File: src/rtl/core/battery_voltage_to_percent_assert.svh
// Assertion macros shared by the battery voltage to percent RTL
`ifndef BATTERY_VOLTAGE_TO_PERCENT_ASSERT_SVH
`define BATTERY_VOLTAGE_TO_PERCENT_ASSERT_SVH

// Same-cycle implication, disabled during reset
`define BVP_ASSERT_NOW(lbl, clk_i, rst_ni, ante, cons, msg) \
  lbl: assert property (@(posedge clk_i) disable iff (!rst_ni) (ante) |-> (cons)) \
    else $error(msg);

// Next-cycle implication, disabled during reset
`define BVP_ASSERT_NEXT(lbl, clk_i, rst_ni, ante, cons, msg) \
  lbl: assert property (@(posedge clk_i) disable iff (!rst_ni) (ante) |=> (cons)) \
    else $error(msg);

`endif

File: src/rtl/core/bvp_pkg.sv
// Package: constants, register codes and shared types of the battery percent block
package bvp_pkg;

  localparam int SAMPLES_DEF = 8;
  localparam int MAX_BP_DEF  = 6;

  localparam int BP_W      = 21;
  localparam int BP_MV_W   = 13;
  localparam int BP_PCT_W  = 8;
  localparam int MV_W      = 12;
  localparam int CODE_W    = 12;
  localparam int SUM_W     = 18;
  localparam int BATT_W    = 16;
  localparam int GAIN_W    = 16;
  localparam int GAIN_FRAC = 12;
  localparam int PCT_W     = 7;
  localparam int PCT_MAX   = 100;
  localparam int BP_CNT_W  = 3;

  localparam int DIVD_W    = 21;
  localparam int DIVS_W    = 13;
  localparam int DIV_CNT_W = $clog2(DIVD_W);

  localparam int APB_AW    = 5;
  localparam int APB_DW    = 32;
  localparam int REG_IDX_W = 3;

  localparam logic [BP_W-1:0]     BP0_RESET      = 21'd844800;
  localparam logic [BP_W-1:0]     BP1_RESET      = 21'd1075300;
  localparam logic [BP_CNT_W-1:0] BP_COUNT_RESET = 3'd2;
  localparam logic [GAIN_W-1:0]   GAIN_RESET     = 16'd8192;

  typedef enum logic [REG_IDX_W-1:0] {
    REG_BP0      = 3'd0,
    REG_BP1      = 3'd1,
    REG_BP2      = 3'd2,
    REG_BP3      = 3'd3,
    REG_BP4      = 3'd4,
    REG_BP5      = 3'd5,
    REG_BP_COUNT = 3'd6,
    REG_DIV_GAIN = 3'd7
  } reg_idx_t;

  typedef struct packed {
    logic              start;
    logic [DIVD_W-1:0] dividend;
    logic [DIVS_W-1:0] divisor;
  } div_req_t;

  typedef struct packed {
    logic              done;
    logic [DIVD_W-1:0] quotient;
  } div_rsp_t;

  function automatic logic [BP_MV_W-1:0] bp_mv(input logic [BP_W-1:0] bp);
    return bp[BP_W-1:BP_PCT_W];
  endfunction

  function automatic logic [BP_PCT_W-1:0] bp_pct(input logic [BP_W-1:0] bp);
    return bp[BP_PCT_W-1:0];
  endfunction

endpackage

File: src/rtl/core/battery_voltage_to_percent.sv
// Battery voltage to percent: batch averaging, divider scaling and breakpoint interpolation
//
// Input channel in_*: one ADC sample per item (millivolts and raw code), valid/ready.
// A non-final item of a batch is added to the accumulators. The final item of each batch of
// SAMPLES starts a sequence: average by a constant reciprocal multiply, battery scaling,
// end checks, segment search from the top (up to MAX_BREAKPOINTS-1 segments), and for an
// interior voltage a product, a divide on the bit-serial divider and the output load.
// At or beyond an end breakpoint the search is skipped; a flat segment or no match skips the
// product and the divide. in_ready stays low from the final item until the output load.
// Result channel out_*: one item per batch, held in an output register. Items of the
// next batch are taken while a result waits; only the end of a sequence waits for the
// receiver, so a stalled receiver holds the next batch's sequence, and in_ready with it, so nothing is lost.
// Configuration: APB-style port, register i at byte address 4*i; the user must write
// only when idle, which the block does not enforce. Reset (synchronous, active low)
// clears the accumulators, the sample count and out_valid, and loads register defaults.
module battery_voltage_to_percent #(
  parameter int SAMPLES         = bvp_pkg::SAMPLES_DEF,
  parameter int MAX_BREAKPOINTS = bvp_pkg::MAX_BP_DEF
) (
  input  logic                          clk,
  input  logic                          rst_n,
  input  logic                          in_valid,
  output logic                          in_ready,
  input  logic [bvp_pkg::MV_W-1:0]      in_sample_mv,
  input  logic [bvp_pkg::CODE_W-1:0]    in_sample_code,
  output logic                          out_valid,
  input  logic                          out_ready,
  output logic [bvp_pkg::SUM_W-1:0]     out_code_sum,
  output logic [bvp_pkg::MV_W-1:0]      out_average_mv,
  output logic [bvp_pkg::BATT_W-1:0]    out_battery_mv,
  output logic [bvp_pkg::PCT_W-1:0]     out_charge_percent,
  input  logic                          psel,
  input  logic                          penable,
  input  logic                          pwrite,
  input  logic [bvp_pkg::APB_AW-1:0]    paddr,
  input  logic [bvp_pkg::APB_DW-1:0]    pwdata,
  output logic [bvp_pkg::APB_DW-1:0]    prdata,
  output logic                          pready
);
  import bvp_pkg::*;

  `include "battery_voltage_to_percent_assert.svh"

  localparam int CNT_W = $clog2(SAMPLES + 1);
  localparam int IDX_W = $clog2(MAX_BREAKPOINTS);
  localparam int PROD_W = MV_W + GAIN_W;
  localparam logic [CNT_W-1:0] CNT_LAST = CNT_W'(SAMPLES - 1);

  // Rounded-up reciprocal of SAMPLES, exact for every sum of SUM_W bits
  localparam int AVG_SH     = SUM_W + $clog2(SAMPLES);
  localparam int RECIP_W    = SUM_W + 1;
  localparam int AVG_PROD_W = SUM_W + RECIP_W;
  localparam logic [RECIP_W-1:0] AVG_RECIP =
    RECIP_W'(((1 << AVG_SH) + SAMPLES - 1) / SAMPLES);

  typedef enum logic [7:0] {
    S_IDLE   = 8'b00000001,
    S_AVG    = 8'b00000010,
    S_MUL    = 8'b00000100,
    S_ENDS   = 8'b00001000,
    S_SEARCH = 8'b00010000,
    S_PROD   = 8'b00100000,
    S_DIV2   = 8'b01000000,
    S_FIN    = 8'b10000000
  } state_t;

  logic [MAX_BREAKPOINTS-1:0][BP_W-1:0] bp;
  logic [BP_CNT_W-1:0]                  bp_count;
  logic [GAIN_W-1:0]                    gain;

  div_req_t div_req;
  div_rsp_t div_rsp;

  state_t              state_r;
  logic [SUM_W-1:0]    mv_acc_r;
  logic [SUM_W-1:0]    code_acc_r;
  logic [CNT_W-1:0]    cnt_r;
  logic [SUM_W-1:0]    code_sum_r;
  logic [SUM_W-1:0]    mv_sum_r;
  logic [MV_W-1:0]     avg_r;
  logic [BATT_W-1:0]   batt_r;
  logic [IDX_W-1:0]    seg_r;
  logic [BP_PCT_W-1:0] pct_lo_r;
  logic                neg_r;
  logic [9:0]          pct_raw_r;

  logic                out_valid_r;
  logic [SUM_W-1:0]    out_code_sum_r;
  logic [MV_W-1:0]     out_avg_r;
  logic [BATT_W-1:0]   out_batt_r;
  logic [PCT_W-1:0]    out_pct_r;

  logic                  in_fire;
  logic [SUM_W-1:0]      mv_sum;
  logic [SUM_W-1:0]      code_sum;
  logic [AVG_PROD_W-1:0] avg_prod;
  logic [SUM_W-1:0]      avg_quo;
  logic [BP_CNT_W-1:0]   n_used;
  logic [IDX_W-1:0]      top_idx;
  logic [IDX_W-1:0]      lo_idx;
  logic [BP_MV_W-1:0]    lo_mv;
  logic [BP_MV_W-1:0]    hi_mv;
  logic [BP_PCT_W-1:0]   lo_pct;
  logic [BP_PCT_W-1:0]   hi_pct;
  logic [BP_MV_W-1:0]    top_mv;
  logic [BP_MV_W-1:0]    bot_mv;
  logic                  seg_hit;
  logic [BP_PCT_W-1:0]   dp_mag;
  logic                  dp_neg;
  logic [BP_MV_W-1:0]    dv;
  logic [DIVD_W-1:0]     interp_prod;
  logic [PROD_W-1:0]     batt_prod;
  logic [9:0]            pct_sum;
  logic [PCT_W-1:0]      pct_clamped;
  logic                  out_free;

  bvp_regs #(
    .MAX_BREAKPOINTS (MAX_BREAKPOINTS)
  ) u_regs (
    .clk      (clk),
    .rst_n    (rst_n),
    .psel     (psel),
    .penable  (penable),
    .pwrite   (pwrite),
    .paddr    (paddr),
    .pwdata   (pwdata),
    .prdata   (prdata),
    .pready   (pready),
    .bp       (bp),
    .bp_count (bp_count),
    .gain     (gain)
  );

  bvp_div u_div (
    .clk   (clk),
    .rst_n (rst_n),
    .req   (div_req),
    .rsp   (div_rsp)
  );

  assign in_ready = (state_r == S_IDLE);
  assign in_fire  = in_valid && in_ready;
  assign out_free = !out_valid_r || out_ready;

  assign mv_sum   = mv_acc_r + SUM_W'(in_sample_mv);
  assign code_sum = code_acc_r + SUM_W'(in_sample_code);

  assign avg_prod = mv_sum_r * AVG_RECIP;
  assign avg_quo  = SUM_W'(avg_prod >> AVG_SH);

  // Clamp the breakpoint count into 2..MAX_BREAKPOINTS
  always_comb begin
    priority if (bp_count < BP_CNT_W'(2)) begin
      n_used = BP_CNT_W'(2);
    end else if (bp_count > BP_CNT_W'(MAX_BREAKPOINTS)) begin
      n_used = BP_CNT_W'(MAX_BREAKPOINTS);
    end else begin
      n_used = bp_count;
    end
  end

  assign top_idx = IDX_W'(n_used - 1'b1);
  assign top_mv  = bp_mv(bp[top_idx]);
  assign bot_mv  = bp_mv(bp[0]);

  assign lo_idx  = seg_r - 1'b1;
  assign lo_mv   = bp_mv(bp[lo_idx]);
  assign hi_mv   = bp_mv(bp[seg_r]);
  assign lo_pct  = bp_pct(bp[lo_idx]);
  assign hi_pct  = bp_pct(bp[seg_r]);
  assign seg_hit = (batt_r >= BATT_W'(lo_mv)) && (batt_r <= BATT_W'(hi_mv));

  // Interior voltage lies below the top breakpoint, so it fits the breakpoint width
  assign dp_neg      = hi_pct < lo_pct;
  assign dp_mag      = dp_neg ? (lo_pct - hi_pct) : (hi_pct - lo_pct);
  assign dv          = hi_mv - lo_mv;
  assign interp_prod = DIVD_W'((batt_r[BP_MV_W-1:0] - lo_mv) * dp_mag);

  // Full product of a 12-bit mean and a Q4.12 gain never exceeds 16 integer bits
  assign batt_prod = avg_r * gain;

  assign pct_sum = neg_r ? (10'(pct_lo_r) - 10'(div_rsp.quotient[BP_PCT_W-1:0]))
                         : (10'(pct_lo_r) + 10'(div_rsp.quotient[BP_PCT_W-1:0]));

  always_comb begin
    priority if (pct_raw_r[9]) begin
      pct_clamped = '0;
    end else if (pct_raw_r > 10'(PCT_MAX)) begin
      pct_clamped = PCT_W'(PCT_MAX);
    end else begin
      pct_clamped = pct_raw_r[PCT_W-1:0];
    end
  end

  always_comb begin
    div_req = '0;
    if (state_r == S_PROD) begin
      div_req.start    = 1'b1;
      div_req.dividend = interp_prod;
      div_req.divisor  = dv;
    end
  end

  always_ff @(posedge clk) begin
    if (!rst_n) begin
      state_r    <= S_IDLE;
      mv_acc_r   <= '0;
      code_acc_r <= '0;
      cnt_r      <= '0;
    end else begin
      unique case (state_r)
        S_IDLE: begin
          if (in_fire) begin
            if (cnt_r == CNT_LAST) begin
              mv_acc_r   <= '0;
              code_acc_r <= '0;
              cnt_r      <= '0;
              state_r    <= S_AVG;
            end else begin
              mv_acc_r   <= mv_sum;
              code_acc_r <= code_sum;
              cnt_r      <= cnt_r + 1'b1;
            end
          end
        end
        S_AVG: begin
          state_r <= S_MUL;
        end
        S_MUL: begin
          state_r <= S_ENDS;
        end
        S_ENDS: begin
          if (batt_r >= BATT_W'(top_mv) || batt_r <= BATT_W'(bot_mv)) begin
            state_r <= S_FIN;
          end else begin
            state_r <= S_SEARCH;
          end
        end
        S_SEARCH: begin
          if (seg_hit) begin
            state_r <= (dv == '0) ? S_FIN : S_PROD;
          end else if (seg_r == IDX_W'(1)) begin
            state_r <= S_FIN;
          end
        end
        S_PROD: begin
          state_r <= S_DIV2;
        end
        S_DIV2: begin
          if (div_rsp.done) begin
            state_r <= S_FIN;
          end
        end
        S_FIN: begin
          if (out_free) begin
            state_r <= S_IDLE;
          end
        end
        default: begin
          state_r <= S_IDLE;
        end
      endcase
    end
  end

  // Working registers of the sequence
  always_ff @(posedge clk) begin
    if (in_fire && cnt_r == CNT_LAST) begin
      code_sum_r <= code_sum;
      mv_sum_r   <= mv_sum;
    end
    if (state_r == S_AVG) begin
      avg_r <= (|avg_quo[SUM_W-1:MV_W]) ? '1 : avg_quo[MV_W-1:0];
    end
    if (state_r == S_MUL) begin
      batt_r <= batt_prod[GAIN_FRAC +: BATT_W];
    end
    if (state_r == S_ENDS) begin
      seg_r <= top_idx;
      priority if (batt_r >= BATT_W'(top_mv)) begin
        pct_raw_r <= 10'(bp_pct(bp[top_idx]));
      end else if (batt_r <= BATT_W'(bot_mv)) begin
        pct_raw_r <= 10'(bp_pct(bp[0]));
      end else begin
        pct_raw_r <= '0;
      end
    end
    if (state_r == S_SEARCH) begin
      if (seg_hit) begin
        pct_raw_r <= 10'(lo_pct);
      end else if (seg_r != IDX_W'(1)) begin
        seg_r <= seg_r - 1'b1;
      end
    end
    if (state_r == S_PROD) begin
      pct_lo_r <= lo_pct;
      neg_r    <= dp_neg;
    end
    if (state_r == S_DIV2 && div_rsp.done) begin
      pct_raw_r <= pct_sum;
    end
  end

  // Output register: hold until taken, load at the end of a sequence
  always_ff @(posedge clk) begin
    if (!rst_n) begin
      out_valid_r <= 1'b0;
    end else if (state_r == S_FIN && out_free) begin
      out_valid_r <= 1'b1;
    end else if (out_ready) begin
      out_valid_r <= 1'b0;
    end
  end

  always_ff @(posedge clk) begin
    if (state_r == S_FIN && out_free) begin
      out_code_sum_r <= code_sum_r;
      out_avg_r      <= avg_r;
      out_batt_r     <= batt_r;
      out_pct_r      <= pct_clamped;
    end
  end

  assign out_valid          = out_valid_r;
  assign out_code_sum       = out_code_sum_r;
  assign out_average_mv     = out_avg_r;
  assign out_battery_mv     = out_batt_r;
  assign out_charge_percent = out_pct_r;

  `BVP_ASSERT_NEXT(a_last_starts_avg, clk, rst_n, in_fire && cnt_r == CNT_LAST, state_r == S_AVG, "final item did not start averaging")
  `BVP_ASSERT_NOW(a_done_expected, clk, rst_n, div_rsp.done, state_r == S_DIV2, "divider result with no waiting step")
  `BVP_ASSERT_NOW(a_pct_range, clk, rst_n, out_valid_r, out_charge_percent <= PCT_W'(PCT_MAX), "percent above full scale")
  `BVP_ASSERT_NOW(a_search_index, clk, rst_n, state_r == S_SEARCH, seg_r != '0 && seg_r <= top_idx, "segment index out of table")

endmodule

File: src/rtl/core/bvp_regs.sv
// Configuration register file behind the APB-style port
module bvp_regs #(
  parameter int MAX_BREAKPOINTS = bvp_pkg::MAX_BP_DEF
) (
  input  logic                                           clk,
  input  logic                                           rst_n,
  input  logic                                           psel,
  input  logic                                           penable,
  input  logic                                           pwrite,
  input  logic [bvp_pkg::APB_AW-1:0]                     paddr,
  input  logic [bvp_pkg::APB_DW-1:0]                     pwdata,
  output logic [bvp_pkg::APB_DW-1:0]                     prdata,
  output logic                                           pready,
  output logic [MAX_BREAKPOINTS-1:0][bvp_pkg::BP_W-1:0]  bp,
  output logic [bvp_pkg::BP_CNT_W-1:0]                   bp_count,
  output logic [bvp_pkg::GAIN_W-1:0]                     gain
);
  import bvp_pkg::*;

  localparam int IDX_W = $clog2(MAX_BREAKPOINTS);

  logic [MAX_BREAKPOINTS-1:0][BP_W-1:0] bp_r;
  logic [BP_CNT_W-1:0]                  bp_count_r;
  logic [GAIN_W-1:0]                    gain_r;
  logic [REG_IDX_W-1:0]                 idx;
  logic                                 wr_en;
  logic                                 idx_is_bp;

  assign pready    = 1'b1;
  assign idx       = paddr[APB_AW-1:2];
  assign wr_en     = psel && penable && pwrite && pready;
  assign idx_is_bp = (idx < REG_BP_COUNT) && (idx < REG_IDX_W'(MAX_BREAKPOINTS));

  for (genvar i = 0; i < MAX_BREAKPOINTS; i++) begin : g_bp
    always_ff @(posedge clk) begin
      if (!rst_n) begin
        bp_r[i] <= (i == 0) ? BP0_RESET : ((i == 1) ? BP1_RESET : '0);
      end else if (wr_en && idx == REG_IDX_W'(i)) begin
        bp_r[i] <= pwdata[BP_W-1:0];
      end
    end
  end

  always_ff @(posedge clk) begin
    if (!rst_n) begin
      bp_count_r <= BP_COUNT_RESET;
      gain_r     <= GAIN_RESET;
    end else if (wr_en) begin
      if (idx == REG_BP_COUNT) begin
        bp_count_r <= pwdata[BP_CNT_W-1:0];
      end
      if (idx == REG_DIV_GAIN) begin
        gain_r <= pwdata[GAIN_W-1:0];
      end
    end
  end

  always_comb begin
    prdata = '0;
    priority if (idx_is_bp) begin
      prdata = APB_DW'(bp_r[idx[IDX_W-1:0]]);
    end else if (idx == REG_BP_COUNT) begin
      prdata = APB_DW'(bp_count_r);
    end else if (idx == REG_DIV_GAIN) begin
      prdata = APB_DW'(gain_r);
    end else begin
      prdata = '0;
    end
  end

  assign bp       = bp_r;
  assign bp_count = bp_count_r;
  assign gain     = gain_r;

endmodule

File: src/rtl/core/bvp_div.sv
// Restoring divider, one quotient bit per cycle
module bvp_div (
  input  logic              clk,
  input  logic              rst_n,
  input  bvp_pkg::div_req_t req,
  output bvp_pkg::div_rsp_t rsp
);
  import bvp_pkg::*;

  `include "battery_voltage_to_percent_assert.svh"

  logic                 busy_r;
  logic                 done_r;
  logic [DIV_CNT_W-1:0] cnt_r;
  logic [DIVS_W-1:0]    rem_r;
  logic [DIVS_W-1:0]    divisor_r;
  logic [DIVD_W-1:0]    quo_r;
  logic [DIVS_W:0]      rem_sh;
  logic                 fits;

  // Bring down the next dividend bit and try the subtraction
  assign rem_sh = {rem_r, quo_r[DIVD_W-1]};
  assign fits   = rem_sh >= {1'b0, divisor_r};

  always_ff @(posedge clk) begin
    if (!rst_n) begin
      busy_r <= 1'b0;
      done_r <= 1'b0;
      cnt_r  <= '0;
    end else begin
      done_r <= 1'b0;
      if (req.start) begin
        busy_r <= 1'b1;
        cnt_r  <= '0;
      end else if (busy_r) begin
        cnt_r <= cnt_r + 1'b1;
        if (cnt_r == DIV_CNT_W'(DIVD_W - 1)) begin
          busy_r <= 1'b0;
          done_r <= 1'b1;
        end
      end
    end
  end

  always_ff @(posedge clk) begin
    if (req.start) begin
      rem_r     <= '0;
      quo_r     <= req.dividend;
      divisor_r <= req.divisor;
    end else if (busy_r) begin
      rem_r <= fits ? DIVS_W'(rem_sh - {1'b0, divisor_r}) : rem_sh[DIVS_W-1:0];
      quo_r <= {quo_r[DIVD_W-2:0], fits};
    end
  end

  assign rsp.done     = done_r;
  assign rsp.quotient = quo_r;

  `BVP_ASSERT_NOW(a_start_when_free, clk, rst_n, req.start, !busy_r, "divider started while busy")
  `BVP_ASSERT_NEXT(a_done_single, clk, rst_n, done_r, !done_r && !busy_r, "divider done repeated")
  `BVP_ASSERT_NOW(a_rem_bound, clk, rst_n, busy_r, rem_r < divisor_r, "remainder not below divisor")

endmodule

File: config.mk
export PLATFORM = sky130hd
export DESIGN_NAME = battery_voltage_to_percent
export DESIGN_NICKNAME = d
export VERILOG_FILES = /design/src/rtl/core/bvp_pkg.sv /design/src/rtl/core/battery_voltage_to_percent.sv /design/src/rtl/core/bvp_regs.sv /design/src/rtl/core/bvp_div.sv
export VERILOG_INCLUDE_DIRS = /design/src /design/src/rtl/core
export SDC_FILE = /design/constraint.sdc
export NUM_CORES = 2
export LEC_CHECK = 0
export BUFFER_PORTS_ARGS = -buffer_cell sky130_fd_sc_hd__buf_2
export CAP_MARGIN = 5
export CORE_MARGIN = 5
export CORE_UTILIZATION = 62
export DETAILED_ROUTE_END_ITERATION = 16
export PLACE_DENSITY = 0.91
export SLEW_MARGIN = 10
export SYNTH_ARGS = -nofsm -noshare
export SYNTH_HDL_FRONTEND = slang
export SYNTH_SLANG_ARGS = --single-unit
export TNS_END_PERCENT = 20
File: constraint.sdc
create_clock -name clk -period 31 [get_ports clk]
set_clock_uncertainty 0.2 [all_clocks]
set_input_delay 6.2 -clock clk [delete_from_list [all_inputs] [get_ports clk]]
set_output_delay 6.2 -clock clk [all_outputs]
set_load 0.05 [all_outputs]
=== Word-level counts from Yosys, hierarchy flattened ===
Cells that the tools add are included.

* Register bits: 387
* Latch bits: 0
* Memory bits (writable): 0
* Bits in read-only memories: 0
* Output and inout bits: 88
* Memories kept: 0

* Add/sub/neg operators: 13
* Multipliers: 2
* Div/mod/pow operators: 0
* Magnitude comparators: 14
* Eq/ne operators: 24
* Shifts and indexed selects: 0
* Mux-type cells: 48
* Bitwise gates (word level): 2
* Reductions and logical operators: 28

{| class="wikitable"
|+ Operators by type and width
! operator !! number
|-
| 21-bit binary-select mux with 3-bit select || 4
|-
| 21-bit two-way mux || 6
|-
| 8-bit two-way mux || 11
|-
| 32-bit two-way mux || 2
|-
| 8-bit case mux with 8 select lines || 1
|-
| 10-bit two-way mux || 5
|-
| 18-bit by 12-bit adder with 18-bit output || 2
|-
| 18-bit two-way mux || 2
|-
| 35-bit two-way mux || 1
|-
| 16-bit by 13-bit greater-or-equal comparator with 1-bit output || 2
|-
| 16-bit by 13-bit less-or-equal comparator with 1-bit output || 2
|-
| 12-bit by 16-bit multiplier with 28-bit output || 1
|-
| 13-bit subtractor || 2
|-
| 14-bit by 9-bit multiplier with 21-bit output || 1
|-
| 3-bit two-way mux || 6
|-
| 3-bit by 4-bit < comparator with 1-bit output, second input constant || 4
|-
| 16-bit two-way mux || 1
|-
| 8-bit subtractor || 2
|-
| 14-bit by 13-bit greater-or-equal comparator with 1-bit output || 1
|-
| 13-bit by 13-bit subtractor with 14-bit output || 1
|-
| 1-bit logical AND || 13
|-
| 13-bit logical NOT || 1
|-
| 13-bit two-way mux || 1
|-
| 3-bit == test, second input constant || 4
|-
| other kinds (38) || 55
|}

=== Depth between registers and ports, before layout ===
* Depth after elaboration: 12
* Mapped depth: 41

=== By module ===
A second synthesis with hierarchy kept.

* Cells, all modules: 3459
* Area, all modules: 32956.6 µm²

{| class="wikitable"
|+ By module, submodules not included
! module !! instances !! cells each !! area an instance (µm²) !! seq. area each (µm²)
|-
| battery_voltage_to_percent || 1 || 2559 || 23547.6 || 4934.7
|-
| bvp_regs || 1 || 652 || 6562.5 || 2902.8
|-
| bvp_div || 1 || 248 || 2846.5 || 1421.4
|}

=== Worst setup path after synthesis ===
Ideal clock, no wire load.

* Path kind: input-to-output
* Start: input paddr[3] (netlist name)
* End: output prdata[10] (netlist name)
* Data arrival time: 8.519 ns
* Required time: 24.600 ns
* Path slack: 16.081 ns
* Stages: 6
* Path buffers: 3
* Path through: clkbuf_1 > buf_1 > nor2_1 > clkbuf_1 > a22oi_1 > o21ai_0

* Longest elaborated chain between the ends: 4
* Elaborated cells between the ends (all ways): 8
* Classes of those cells: order compare (1); eq/ne (2); mux (5)

{| class="wikitable"
|+ Ends and longest elaborated chain
! what !! line !! text
|-
| start, declared || battery_voltage_to_percent.sv:35 || <nowiki>input logic [bvp_pkg::APB_AW-1:0] paddr,</nowiki>
|-
| 3-bit == test || bvp_regs.sv:64 || <nowiki>end else if (idx == REG_DIV_GAIN) begin</nowiki>
|-
| 16-bit two-way mux || bvp_regs.sv:64 ||
|-
| 32-bit two-way mux || bvp_regs.sv:62 || <nowiki>end else if (idx == REG_BP_COUNT) begin</nowiki>
|-
| 32-bit two-way mux (*) || bvp_regs.sv:60 || <nowiki>priority if (idx_is_bp) begin</nowiki>
|-
| end, declared || battery_voltage_to_percent.sv:37 || <nowiki>output logic [bvp_pkg::APB_DW-1:0] prdata,</nowiki>
|}

Mark *: on every way between the ends. The rest lies on a longest branch, timed or not. The select of a mux whose other input is x is not followed.

=== Worst setup path in the final report ===
* Start: input paddr[2] (netlist name)
* End: output prdata[9] (netlist name)

Same word-level chain as after synthesis.

==> metrics.md <==
| Metric | Value |
|---|---|
| PostCTS Resize Cnt | `0` |
| PD cells | `45.0 nW/um^2` |
| Root Driver | `clkbuf_16` |
| Routability cong. | `just under 1` |
| FF-to-FF Start | `seg_r[0]` |
| Seq/Total Area, Yosys | `0.288` |
| Slowest library cell on the worst path | `nor2_1` |
| Total Routing Usage GR | `0.320` |
| Final layout net count | `slightly above 4000` |
| Yosys warning count | `0` |
| Delay-heaviest family, CP | `buffers and inverters` |
| CTS Sinks | `384` |
| Initial detailed-routing violation count | `approximately 3700` |
| Initial antenna violation count | `13` |
| Worst-path clk slew | `60 ps` |
| GRT overflow | `0` |
| Num CTS Buffers | `44` |
| Lkg Pwr | `about 15 nW` |
| RSZ-0062 raised after global routing | `false` |
| Routed wire length | `approximately 93000 um` |
| Slew headroom | `0.152` |
| Worst-path fanout max | `50` |
| Hold crit path type | `flop to flop` |
| Vias | `27600` |
| Number of enable flip-flop cells after synthesis | `approximately 160` |
| # placed instances | `4188` |
| Utilization after layout | `0.681` |
| FF+latch count, synth | `384` |
| Fin. Hold Viols | `0` |
| Die Footprint | `56500 sq um` |
| Final cycle utilization of the critical path | `0.483` |
| Maxcap violations | `0` |
| Status | `finished, final reports clean` |
| Most frequent cells in the layout | `nand2_1, inv_1, a21oi_1, ha_1, nor2_1` |
| Setup TNS | `0 ps` |
| Vias/cell | `6.44` |
| Mean Syn Cell Area | `between 9 and 10 sq um` |
| Asr flop ratio synth | `0` |
| I/O pin cnt | `around 160` |
| Critical path's largest stage delay | `around 610 ps` |
| Top FF cell, synth | `dfxtp_1` |
| Final Critical Period | `14980 ps` |
| Crit path launch | `paddr[2]` |
| Area grow syn2layout | `8.79%` |
| Initial Util | `0.626` |
| Drt first pass iters | `9` |
| Clock Latency Late Sink | `620 ps` |
| Hold_ws | `219 ps` |
| H-tree Lvls | `2` |
| Max Slew Vio Count | `0` |
| Most common cell after layout, fill and taps aside | `nand2_1` |
| First-pass GRT wire length | `145000 um` |
| Drt wl/cell | `21.8 um` |
| PortBufs | `130` |
| Crit path DAT | `around 8600 ps` |
| CTS max path bufs | `3` |
| Layout cell share with drive strength beyond 1 | `0.108` |
| Largest net degree at the start of global routing | `94` |
| Cells after synthesis | `3504` |
| Hold Buf Count CTS | `0` |
| Die H | `238 um` |
| Die W | `238 um` |
| Post CTS Setup Buffer Count | `0` |
| Final-report setup violation count | `0` |
| DRT antenna net count | `0` |
| Core Region | `51300 sq um` |
| Synth Cell Area | `32100 sq um` |
| Cell chain of the critical path | `buf_2, buf_4, nor2_1, buf_4, a22oi_1, o21ai_0, buf_2` |
| CP required | `24600 ps` |
| Setup Crit Path Kind | `primary input to output pin` |
| Crit start category | `primary input` |
| Critical Path Sink Type | `output pin` |
| # DRC | `0` |
| Number of global-route vias before repair | `28000` |
| Row count | `83` |
| Synth cell types | `between 80 and 90` |
| Worst path buffer plus inverter count | `4` |
| Worst-Margin Slew | `1270 ps` |
| Fin cells | `about 4300` |
| Achievable Freq | `66.8 MHz` |
| Post-detail-place hpwl | `64200 um` |
| Min-delay src | `code_sum_r[14]` |
| Max rail drop VDD | `roughly 0.052 mV` |
| CTS tree | `built` |
## final cells by class
| type | instances | area, sq um |
|---|---|---|
| tap | 680 | 851 |
| clock inverter | 25 | 380 |
| multi-input combinational | 2564 | 20800 |
| inverter | 386 | 1450 |
| sequential | 384 | 9260 |
| antenna | 7 | 17.5 |
| timing repair buffer | 174 | 981 |
| clock buffer | 55 | 1240 |
| fill | 3547 | 16300 |
## path summary, 6_finish.rpt
kind	to	slack [ps]	depth (start not counted)
worst max register to register	u_div.quo_r[20]	20250	29
worst max-delay path	prdata[9]	16020	7
worst min register to register	out_code_sum[14]	220	0
worst min-delay path	out_code_sum[14]	220	0
## through the flow
step	setup slack, ps	cell area [sq um]	total power, mW
finish	16020	35000	1.57
floorplan	16080	32200	0.896
detailed placement	16200	33300	0.991
global placement	16210	33300	0.968
CTS	16240	34900	1.57
global route	16010	35000	1.66
## power breakdown
part / internal (mW) / switching [mW] / total (mW) / leakage, nW
logic: 0.174 / 0.270 / 0.445 / 11.1
registers: 0.535 / 0.0110 / 0.547 / 3.23
clock network: 0.354 / 0.229 / 0.583 / 0.791
## routing by layer
layer / global-route usage / part of all wire
met2: 0.505 / 0.45
met3: 0.0899 / 0.13
met4: 0.203 / 0.081
met5: 0 / 0.00058
met1: 0.389 / 0.34
## cells in the mapped netlist (45+ instances only)
cell / count / area [sq um]
clkbuf_1: 137 / 514
xnor2_1: 70 / 613
nand2_1: 574 / 2150
mux2i_1: 87 / 871
ha_1: 241 / 3020
o21ai_0: 108 / 541
nand2b_1: 45 / 282
dfxtp_1: 227 / 4540
inv_1: 383 / 1440
nor2_1: 239 / 897
a22oi_1: 49 / 368
a21oi_1: 288 / 1440
nand3_1: 48 / 240
fa_1: 233 / 4660
and2_1: 66 / 413
edfxtp_1: 157 / 4710
mux4_2: 87 / 1960
## sequential cells by signal, indices dropped and copies added (netlist names), 4 cells and up
| register | cells |
|---|---|
| pct_lo_r | 8 |
| u_div.divisor_r | 13 |
| cnt_r | 4 |
| out_average_mv | 12 |
| mv_sum_r | 15 |
| u_div.rem_r | 13 |
| out_charge_percent | 7 |
| code_acc_r | 18 |
| code_sum_r | 18 |
| u_regs.bp | 126 |
| batt_r | 16 |
| out_battery_mv | 16 |
| avg_r | 12 |
| out_code_sum | 18 |
| u_div.quo_r | 21 |
| u_div.cnt_r | 5 |
| u_regs.gain | 16 |
| pct_raw_r | 10 |
| mv_acc_r | 18 |
| state_r | 8 |
## cell families (layout without fill, tap and decap cells)
| logic type | Yosys count | after routing | share of synthesized area |
|---|---|---|---|
| XOR/XNOR | 116 | 116 | 0.0321 |
| adder cells (fa/ha/maj) | 474 | 474 | 0.239 |
| AND/OR/NAND/NOR | 1127 | 1127 | 0.154 |
| flip-flops | 384 | 384 | 0.288 |
| other | 2 | 19 | 0.000234 |
| buffers and inverters | 566 | 640 | 0.0683 |
| AO/OA/AOI/OAI | 643 | 643 | 0.123 |
| multiplexers | 192 | 192 | 0.0944 |
Note: power is estimated with default switching activity, not from simulation.
